==> config.mk <==
export PLATFORM = sky130hd
export DESIGN_NAME = sao_prep
export DESIGN_NICKNAME = d
export VERILOG_FILES = /design/src/rtl/sao_pkg.sv /design/src/rtl/sao_prep.sv
export SDC_FILE = /design/constraint.sdc
export NUM_CORES = 1
export LEC_CHECK = 0
export BUFFER_PORTS_ARGS = -buffer_cell sky130_fd_sc_hd__buf_2
export CORE_MARGIN = 3
export CORE_UTILIZATION = 52
export CTS_CLUSTER_DIAMETER = 50
export DETAILED_ROUTE_END_ITERATION = 12
export PLACE_DENSITY = 0.88
export SETUP_SLACK_MARGIN = 0.15
export SLEW_MARGIN = 20
export SYNTH_ARGS = -nofsm -noshare
export SYNTH_HDL_FRONTEND = slang
export SYNTH_SLANG_ARGS = --single-unit
==> constraint.sdc <==
create_clock -name clk_i -period 5.7 [get_ports clk_i]
set_input_delay 0.855 -clock clk_i [delete_from_list [all_inputs] [get_ports clk_i]]
set_output_delay 0.855 -clock clk_i [all_outputs]
set_load 0.02 [all_outputs]
==> src/rtl/sao_pkg.sv <==
// shared widths, value types and stage enable struct for the overlap block
// no dependencies
package sao_pkg;

  localparam int COORD_BITS = 24;
  localparam int TW = COORD_BITS + 3;  // doubled center offset
  localparam int EW = COORD_BITS + 1;  // doubled extent
  localparam int DW = COORD_BITS + 1;  // direction
  localparam int MW = COORD_BITS + 1;  // direction magnitude, unsigned
  localparam int FW = TW + 1;          // face test compare
  localparam int PW = TW + DW;         // products
  localparam int SW = PW + 1;          // product sums

  typedef logic signed [COORD_BITS-1:0] coord_t;
  typedef logic signed [TW-1:0]         tval_t;
  typedef logic signed [EW-1:0]         eval_t;
  typedef logic signed [DW-1:0]         dval_t;
  typedef logic        [MW-1:0]         dmag_t;
  typedef logic signed [FW-1:0]         fval_t;
  typedef logic signed [PW-1:0]         prod_t;
  typedef logic signed [SW-1:0]         sum_t;
  typedef logic signed [SW:0]           cmp_t;

  // register enables for the stages held outside the top level
  typedef struct packed {
    logic s1;
    logic s2;
    logic s3;
    logic s4;
  } sao_en_t;

endpackage

==> src/rtl/sao_prep.sv <==
// stages 1 and 2: offset/extent/direction, face axis tests, direction magnitudes
// depends on sao_pkg
module sao_prep (
  input  logic            clk_i,
  input  sao_pkg::sao_en_t en_i,
  input  sao_pkg::coord_t p1_i   [3],
  input  sao_pkg::coord_t p2_i   [3],
  input  sao_pkg::coord_t lo_i   [3],
  input  sao_pkg::coord_t hi_i   [3],
  output sao_pkg::tval_t  t_o    [3],
  output sao_pkg::eval_t  e_o    [3],
  output sao_pkg::dval_t  d_o    [3],
  output sao_pkg::dmag_t  dmag_o [3],
  output logic            face_ok_o
);
  import sao_pkg::*;

  tval_t t_q  [3];
  eval_t e_q  [3];
  dval_t d_q  [3];
  tval_t t2_q [3];
  eval_t e2_q [3];
  dval_t d2_q [3];
  dmag_t dm2_q [3];
  dmag_t dmag_d [3];
  logic  face_ok_d;
  logic  face_ok_q;

  always_ff @(posedge clk_i) begin
    if (en_i.s1) begin
      for (int i = 0; i < 3; i++) begin
        t_q[i] <= (TW'(lo_i[i]) + TW'(hi_i[i])) - (TW'(p1_i[i]) + TW'(p2_i[i]));
        e_q[i] <= EW'(hi_i[i]) - EW'(lo_i[i]);
        d_q[i] <= DW'(p2_i[i]) - DW'(p1_i[i]);
      end
    end
  end

  always_comb begin
    fval_t tmag;
    fval_t bound;
    face_ok_d = 1'b1;
    for (int i = 0; i < 3; i++) begin
      dmag_d[i] = d_q[i][DW-1] ? dmag_t'(-d_q[i]) : dmag_t'(d_q[i]);
      tmag      = t_q[i][TW-1] ? -FW'(t_q[i]) : FW'(t_q[i]);
      bound     = FW'(e_q[i]) + FW'({1'b0, dmag_d[i]});
      if (tmag > bound) face_ok_d = 1'b0;
    end
  end

  always_ff @(posedge clk_i) begin
    if (en_i.s2) begin
      t2_q      <= t_q;
      e2_q      <= e_q;
      d2_q      <= d_q;
      dm2_q     <= dmag_d;
      face_ok_q <= face_ok_d;
    end
  end

  assign t_o       = t2_q;
  assign e_o       = e2_q;
  assign d_o       = d2_q;
  assign dmag_o    = dm2_q;
  assign face_ok_o = face_ok_q;

endmodule

==> results of run 1 <==
[cells by family (layout without fill, tap and decap cells)]
group	Yosys count	count (layout)	share of synthesized area [%]
buffers and inverters	408	1178	3.964
other	1	35	0.009565
adders and majority gates	624	624	22.90
DFF	529	529	40.52
AOI/OAI and AO/OA	843	843	14.10
muxes	2	2	0.05106
and+or+nand+nor	755	755	9.855
xor gates and xnor gates	385	385	8.601
[power groups by stage]
stage	clock network [W]	logic, W	registers, W
3_5_place_dp	0	0.00926	0.00649
4_1_cts	0.00453	0.00944	0.00643
3_3_place_gp	0	0.00896	0.00646
2_1_floorplan	0	0.00624	0.00650
6_report	0.00449	0.00960	0.00646
5_1_grt	0.00471	0.0106	0.00652
[per-stage QoR]
| stage | instances | worst slack (ps) | setup TNS [ps] | utilization (%) |
|---|---|---|---|---|
| 3_5_place_dp | 5162 | -478.0 | -478.0 | 58.85 |
| 6_report | 5320 | -301.5 | -301.5 | 62.34 |
| 4_1_cts | 5291 | -238.0 | -238.0 | 62.15 |
| 2_1_floorplan | 3552 | 67.99 | 0 | - |
| 3_3_place_gp | 5162 | -350.1 | -350.1 | 58.85 |
| 5_1_grt | 5303 | -528.5 | -528.5 | 62.29 |
[cell type report]
type / count / area [um^2] / share of cell area, %
Tap cell: 969 / 1212 / 2.608
Sequential cell: 529 / 15890 / 34.17
Clock inverter: 51 / 611.8 / 1.316
Inverter: 380 / 1426 / 3.068
Antenna cell: 29 / 72.57 / 0.1561
Timing Repair Buffer: 670 / 3581 / 7.702
Clock buffer: 77 / 1778 / 3.824
Multi-Input combinational cell: 2615 / 21920 / 47.16
[how the worst min path moves through the flow]
stage / startpoint / to / slack (ps) / cells after the start
global route: e_q[59] / e_o[59] / 480 / 0
CTS: e_q[59] / e_o[59] / 460 / 0
global placement: e_q[3] / e_o[3] / 440 / 0
detailed placement: e_q[3] / e_o[3] / 440 / 0
finish: e_q[59] / e_o[59] / 460 / 0
floorplan: t_q[52] / t_o[52] / 420 / 0
[what timing repair did]
item / 4_1_cts / 5_1_grt
setup endpoints to repair: 1 / 1
pin swaps: 5 / 0
buffers inserted: 1 / 0
resized for setup: 12 / 13
[routing by layer]
metal  up-vias  share of wire (%)  global-route usage (%)  wire length [um]
met5         -               0.13                       0               160
met4        24                4.9                   13.52              5863
li1      14248                  -                       -                 -
met3       288                 10                   7.139             12440
met1     14696                 37                   36.84             44760
met2      1614                 47                   49.53             56210
[registers in the layout, indices dropped and copies added (netlist names)]
register and cells:
t_o 78, e_q 75, face_ok_o 1, d_o 75, e_o 75, d_q 75
dmag_o 72, t_q 78
[cells in the mapped netlist (all sizes together), types with 10 or more instances]
cell,n,share of area (%)
a211oi,23,0.45
a21o,114,2.2
a21oi,236,3.0
a221oi,10,0.22
a31oi,20,0.32
and3,18,0.29
clkbuf,22,0.21
edfxtp,529,41
fa,156,8.0
ha,468,15
inv,380,3.6
nand2,150,1.4
nand2b,62,1.0
nand3,44,0.56
nand4,25,0.40
nor2,202,1.9
nor2b,47,0.75
nor3,65,0.83
nor4,20,0.34
o211ai,17,0.33
o21a,45,0.86
o21ai,163,2.1
o21bai,46,0.88
o31ai,51,1.0
o41ai,18,0.44
or2,18,0.29
or3,37,0.59
or4,28,0.59
xnor2,293,6.5
xor2,92,2.1
[cell usage in the layout, fill, tap and decap left out, types with 92 or more instances in the layout]
| master | Yosys | routed |
|---|---|---|
| buf_2 | 0 | 595 |
| edfxtp_1 | 529 | 529 |
| ha_1 | 468 | 467 |
| inv_1 | 379 | 379 |
| xnor2_1 | 293 | 291 |
| a21oi_1 | 236 | 234 |
| nor2_1 | 202 | 202 |
| fa_1 | 156 | 156 |
| o21ai_0 | 157 | 154 |
| nand2_1 | 150 | 150 |
| a21o_1 | 114 | 114 |
| xor2_1 | 92 | 92 |
==> impl_metrics.ini, run 1 <==
[clocking]
ctsRootBufferMaster = clkbuf_16
insertion_delay_ps = 610
cts_hold_buf = 0
path_clk_slew_ps = 60
h-tree-depth = 3
clock-sinks = 529
cts_buffer_depth = 3
cts_inserted_buffers = 70
tritoncts = built

[job]
maxCapViolCount = 0

[yosys]
synth_ff_type = edfxtp_1
yosysUniqueCellTypes = 82
ys_ff_latch = 529
syn_inst = 3547
synth.avg_cell_area_um2 = 11.05
syn_area_mm2 = 0.03921
synthArstFlopShare_pct = 0
synth_edf_count = 529
ys_seq_area_share_pct = 40.52
ys_warn_count = 0

[sta]
relSlewSlack_pct = 31.04
fmax_mhz = 166.6
setup_ws_ps = -301.5
period_share_pct = 105.3
fin_skew_ps = 27.45
fin_crit_ps = 6001
final_max_slew_viol_count = 0
rsz0062_at_grt = true
hold_slack_ps = 459.9
tightest_slew_ps = 1034
hold_viol = 0
setup_viol = 1

[critical_path]
max_stage_delay_ps = 470
endpoint_kind = flip-flop
critPathMaxFanout = 3
cp.depth = 24
regToRegEndpoint = face_ok_o
rrSetupSlack_ps = -300
worstRegToRegCells = 24
path_class = reg -> reg
critPathTopFamily = simple AND/OR/NAND/NOR gates
cp_common_cell = a21o_1
crit_path_top_delay_cell = or4_4
worstSetupStartpoint = d_q[26]
cp-endpoint = face_ok_o
arrival_ps = 6360
cp.required_ps = 6060
start_kind = flip-flop
timing.rr.start = d_q[26]
critPathBufInv = 2
worstPathCellList = or2_1, or4_4, or2_4, or3b_4, or4_4, o41ai_4, xnor2_2, ha_1, a21o_1, a21o_1, a21o_1, a21o_1, a221oi_2, nand2_1, a21oi_2, xor2_1, buf_4, ha_4, nand4_1, nor4_4, a221oi_2, buf_4, a21oi_4, nor3_2

[power_and_ir_drop]
power_w = 0.02056
peakVddDrop_v = 0.0002432
seq_power_share_pct = 31.4
pwr-share-clk_pct = 21.9
p_per_area_mw_per_mm2 = 442.2
p_leak_nw = 20.56
p_int_w = 0.01228
combPwrFrac_pct = 46.7
power.switching_w = 0.008275
switching_share_pct = 40.25

[routing]
viasPerCell = 5.803
wl_per_cell_um = 22.45
first_iter_violations = 3410
final_antenna_net_count = 0
routed_wirelength_um = 119400
drc = 0
vias = 30870
drt_pre_antenna_iters = 6

[run_status]
violations = negative setup slack
status = finished with violations

[final_layout]
area_delta_synth_final_pct = 18.58
final_nets = 5183
drive_gt1_share_pct = 19.62
fin_area_mm2 = 0.04649
fillers = 5770

[min_path]
min_path_type = reg -> reg

[floorplan]
placementRows = 100
die_x_um = 280.6
chipHeight_um = 280.6
die-area_mm2 = 0.07873
io_pins = 600
initial_core_util_pct = 52.58
coreArea_mm2 = 0.07457

[global_route]
grt_pass1_wl_um = 178000
grt_use_total_pct = 29.76
first_global_vias = 30474
antenna_found_initial = 47
overflow = 0
grt_max_degree = 124

[place]
dp_hpwl_um = 97270
placed_area_mm2 = 0.04388
io_buffers = 597
place.gp.congestion = 1.026
No activity file was read; power rests on OpenSTA's default activity.
==> run 2: changes to the inputs <==
- PLACE_DENSITY: 0.88 -> 0.82
==> impl_metrics.ini, run 2 (synthesis results as in run 1) <==
[run_status]
status = finished with violations
violations = negative setup slack

[routing]
routed_wirelength_um = 118100
wl_per_cell_um = 22.15
drt_pre_antenna_iters = 6
viasPerCell = 5.769
drc = 0
vias = 30756
final_antenna_net_count = 0
first_iter_violations = 2665

[place]
dp_hpwl_um = 97670
place.gp.congestion = 0.9787
dp.cells = 5178
place_ws_ps = -411.4
io_buffers = 597

[global_route]
grt_use_met2_pct = 47.97
antenna_found_initial = 32
busiest_layer = met2
grt_max_degree = 110
grtUsageMet3_pct = 6.124
gr-usage-met1_pct = 38.44
overflow = 0
grt_pass1_wl_um = 174800
grt_use_total_pct = 29.43
first_global_vias = 29905

[final_layout]
drive_gt1_share_pct = 19.80
instances_no_fill = 5331
final_common_cell = buf_2
final_nets = 5204
mostFrequentLayoutCells = 595 x buf_2, 529 x edfxtp_1, 468 x ha_1, 379 x inv_1, 292 x xnor2_1
area_delta_synth_final_pct = 18.71

[power_and_ir_drop]
pwr-share-clk_pct = 21.2
combPwrFrac_pct = 47.2
power.switching_w = 0.008253
p_leak_nw = 20.62
switching_share_pct = 40.47
power_w = 0.02039
p_per_area_mw_per_mm2 = 438.1
peakVddDrop_v = 0.0002290
seq_power_share_pct = 31.7
p_int_w = 0.01214

[sta]
final_max_slew_viol_count = 0
fmax_mhz = 169.9
rsz0062_at_grt = true
hold_viol = 0
setup_viol = 1
relSlewSlack_pct = 32.90
fin_crit_ps = 5886
fin_skew_ps = 23.89
setup_ws_ps = -185.8
tightest_slew_ps = 1006
setup_tns_ps = -185.8
period_share_pct = 103.3

[floorplan]
placementRows = 100
chipHeight_um = 280.6
initial_core_util_pct = 52.58
die_x_um = 280.6
io_pins = 600
die-area_mm2 = 0.07873
coreArea_mm2 = 0.07457

[clocking]
tritoncts = built
ctsRootBufferMaster = clkbuf_16
cts_inserted_buffers = 70
h-tree-depth = 3
clock-sinks = 529
insertion_delay_ps = 620
cts_buffer_depth = 3
path_clk_slew_ps = 60

[critical_path]
cp.required_ps = 6080
crit_path_top_delay_cell = or4_4
start_kind = flip-flop
worstRegToRegCells = 23
endpoint_kind = flip-flop
cp_common_cell = a21o_1
arrival_ps = 6260
max_stage_delay_ps = 450
path_class = reg -> reg
critPathMaxFanout = 3
worstPathCellList = or2_1, or4_4, or2_4, or3b_4, or4_4, o41ai_4, xnor2_2, ha_1, a21o_1, a21o_1, a21o_1, a21o_1, a221oi_2, nand2_1, a21oi_2, xor2_1, ha_1, nand4_1, nor4_4, a221oi_2, buf_4, a21oi_4, nor3_2

[job]
maxCapViolCount = 0

[min_path]
hold_path_depth = 0
min_path_type = reg -> reg
==> run 2: path summary, 6_finish.rpt <==
path	start	end	slack (ps)
setup reg to reg	d_q[26]	face_ok_o	-190
hold / removal	e_q[27]	e_o[27]	460
hold reg to reg	e_q[27]	e_o[27]	460
setup / recovery	d_q[26]	face_ok_o	-190
==> run 2: power groups by stage <==
stage	sequential (W)	combinational (W)	clock, W
final	0.00645	0.00962	0.00432
after global routing	0.00652	0.0107	0.00453
after CTS	0.00643	0.00950	0.00437
after detailed placement	0.00649	0.00934	0
after global placement	0.00646	0.00910	0
after floorplan	0.00650	0.00624	0
==> run 2: per-stage QoR <==
step	cell area [um^2]	hold slack [ps]	utilization (%)
after floorplan	39230	424.4	-
after global placement	44020	447.4	59.03
after detailed placement	44020	448.3	59.03
after CTS	46420	459.9	62.25
after global routing	46500	477.6	62.36
final	46540	457.8	62.41
==> run 2: layer usage <==
layer / routed length [um] / vias up / part of all wire, %
li1: - / 14305 / -
met1: 47180 / 14785 / 40
met2: 54360 / 1388 / 46
met3: 11140 / 258 / 9.4
met4: 5260 / 20 / 4.5
met5: 162 / - / 0.14
==> run 2: cell type report <==
| cell class | count | area (um^2) |
|---|---|---|
| Clock inverter | 47 | 442.9 |
| Antenna cell | 19 | 47.55 |
| Inverter | 380 | 1426 |
| Timing Repair Buffer | 691 | 3751 |
| Sequential cell | 529 | 15890 |
| Tap cell | 969 | 1212 |
| Multi-Input combinational cell | 2615 | 21920 |
| Clock buffer | 81 | 1857 |
| Fill cell | 5891 | 28030 |
==> run 2: critical path, delay by kind of cell (launching register included) <==
family	cells	cell delay, ps
simple gates	9	2510
compound gates	9	1750
fa+ha+maj	2	470
xor+xnor	2	390
flops	1	380
buf+inv	1	160
==> run 2: what timing repair did <==
item	4_1_cts	5_1_grt
gates resized for setup	14	12
buffers inserted	4	2
endpoints found under the setup margin	1	1
hold buffers	0	0
pin swaps	15	16
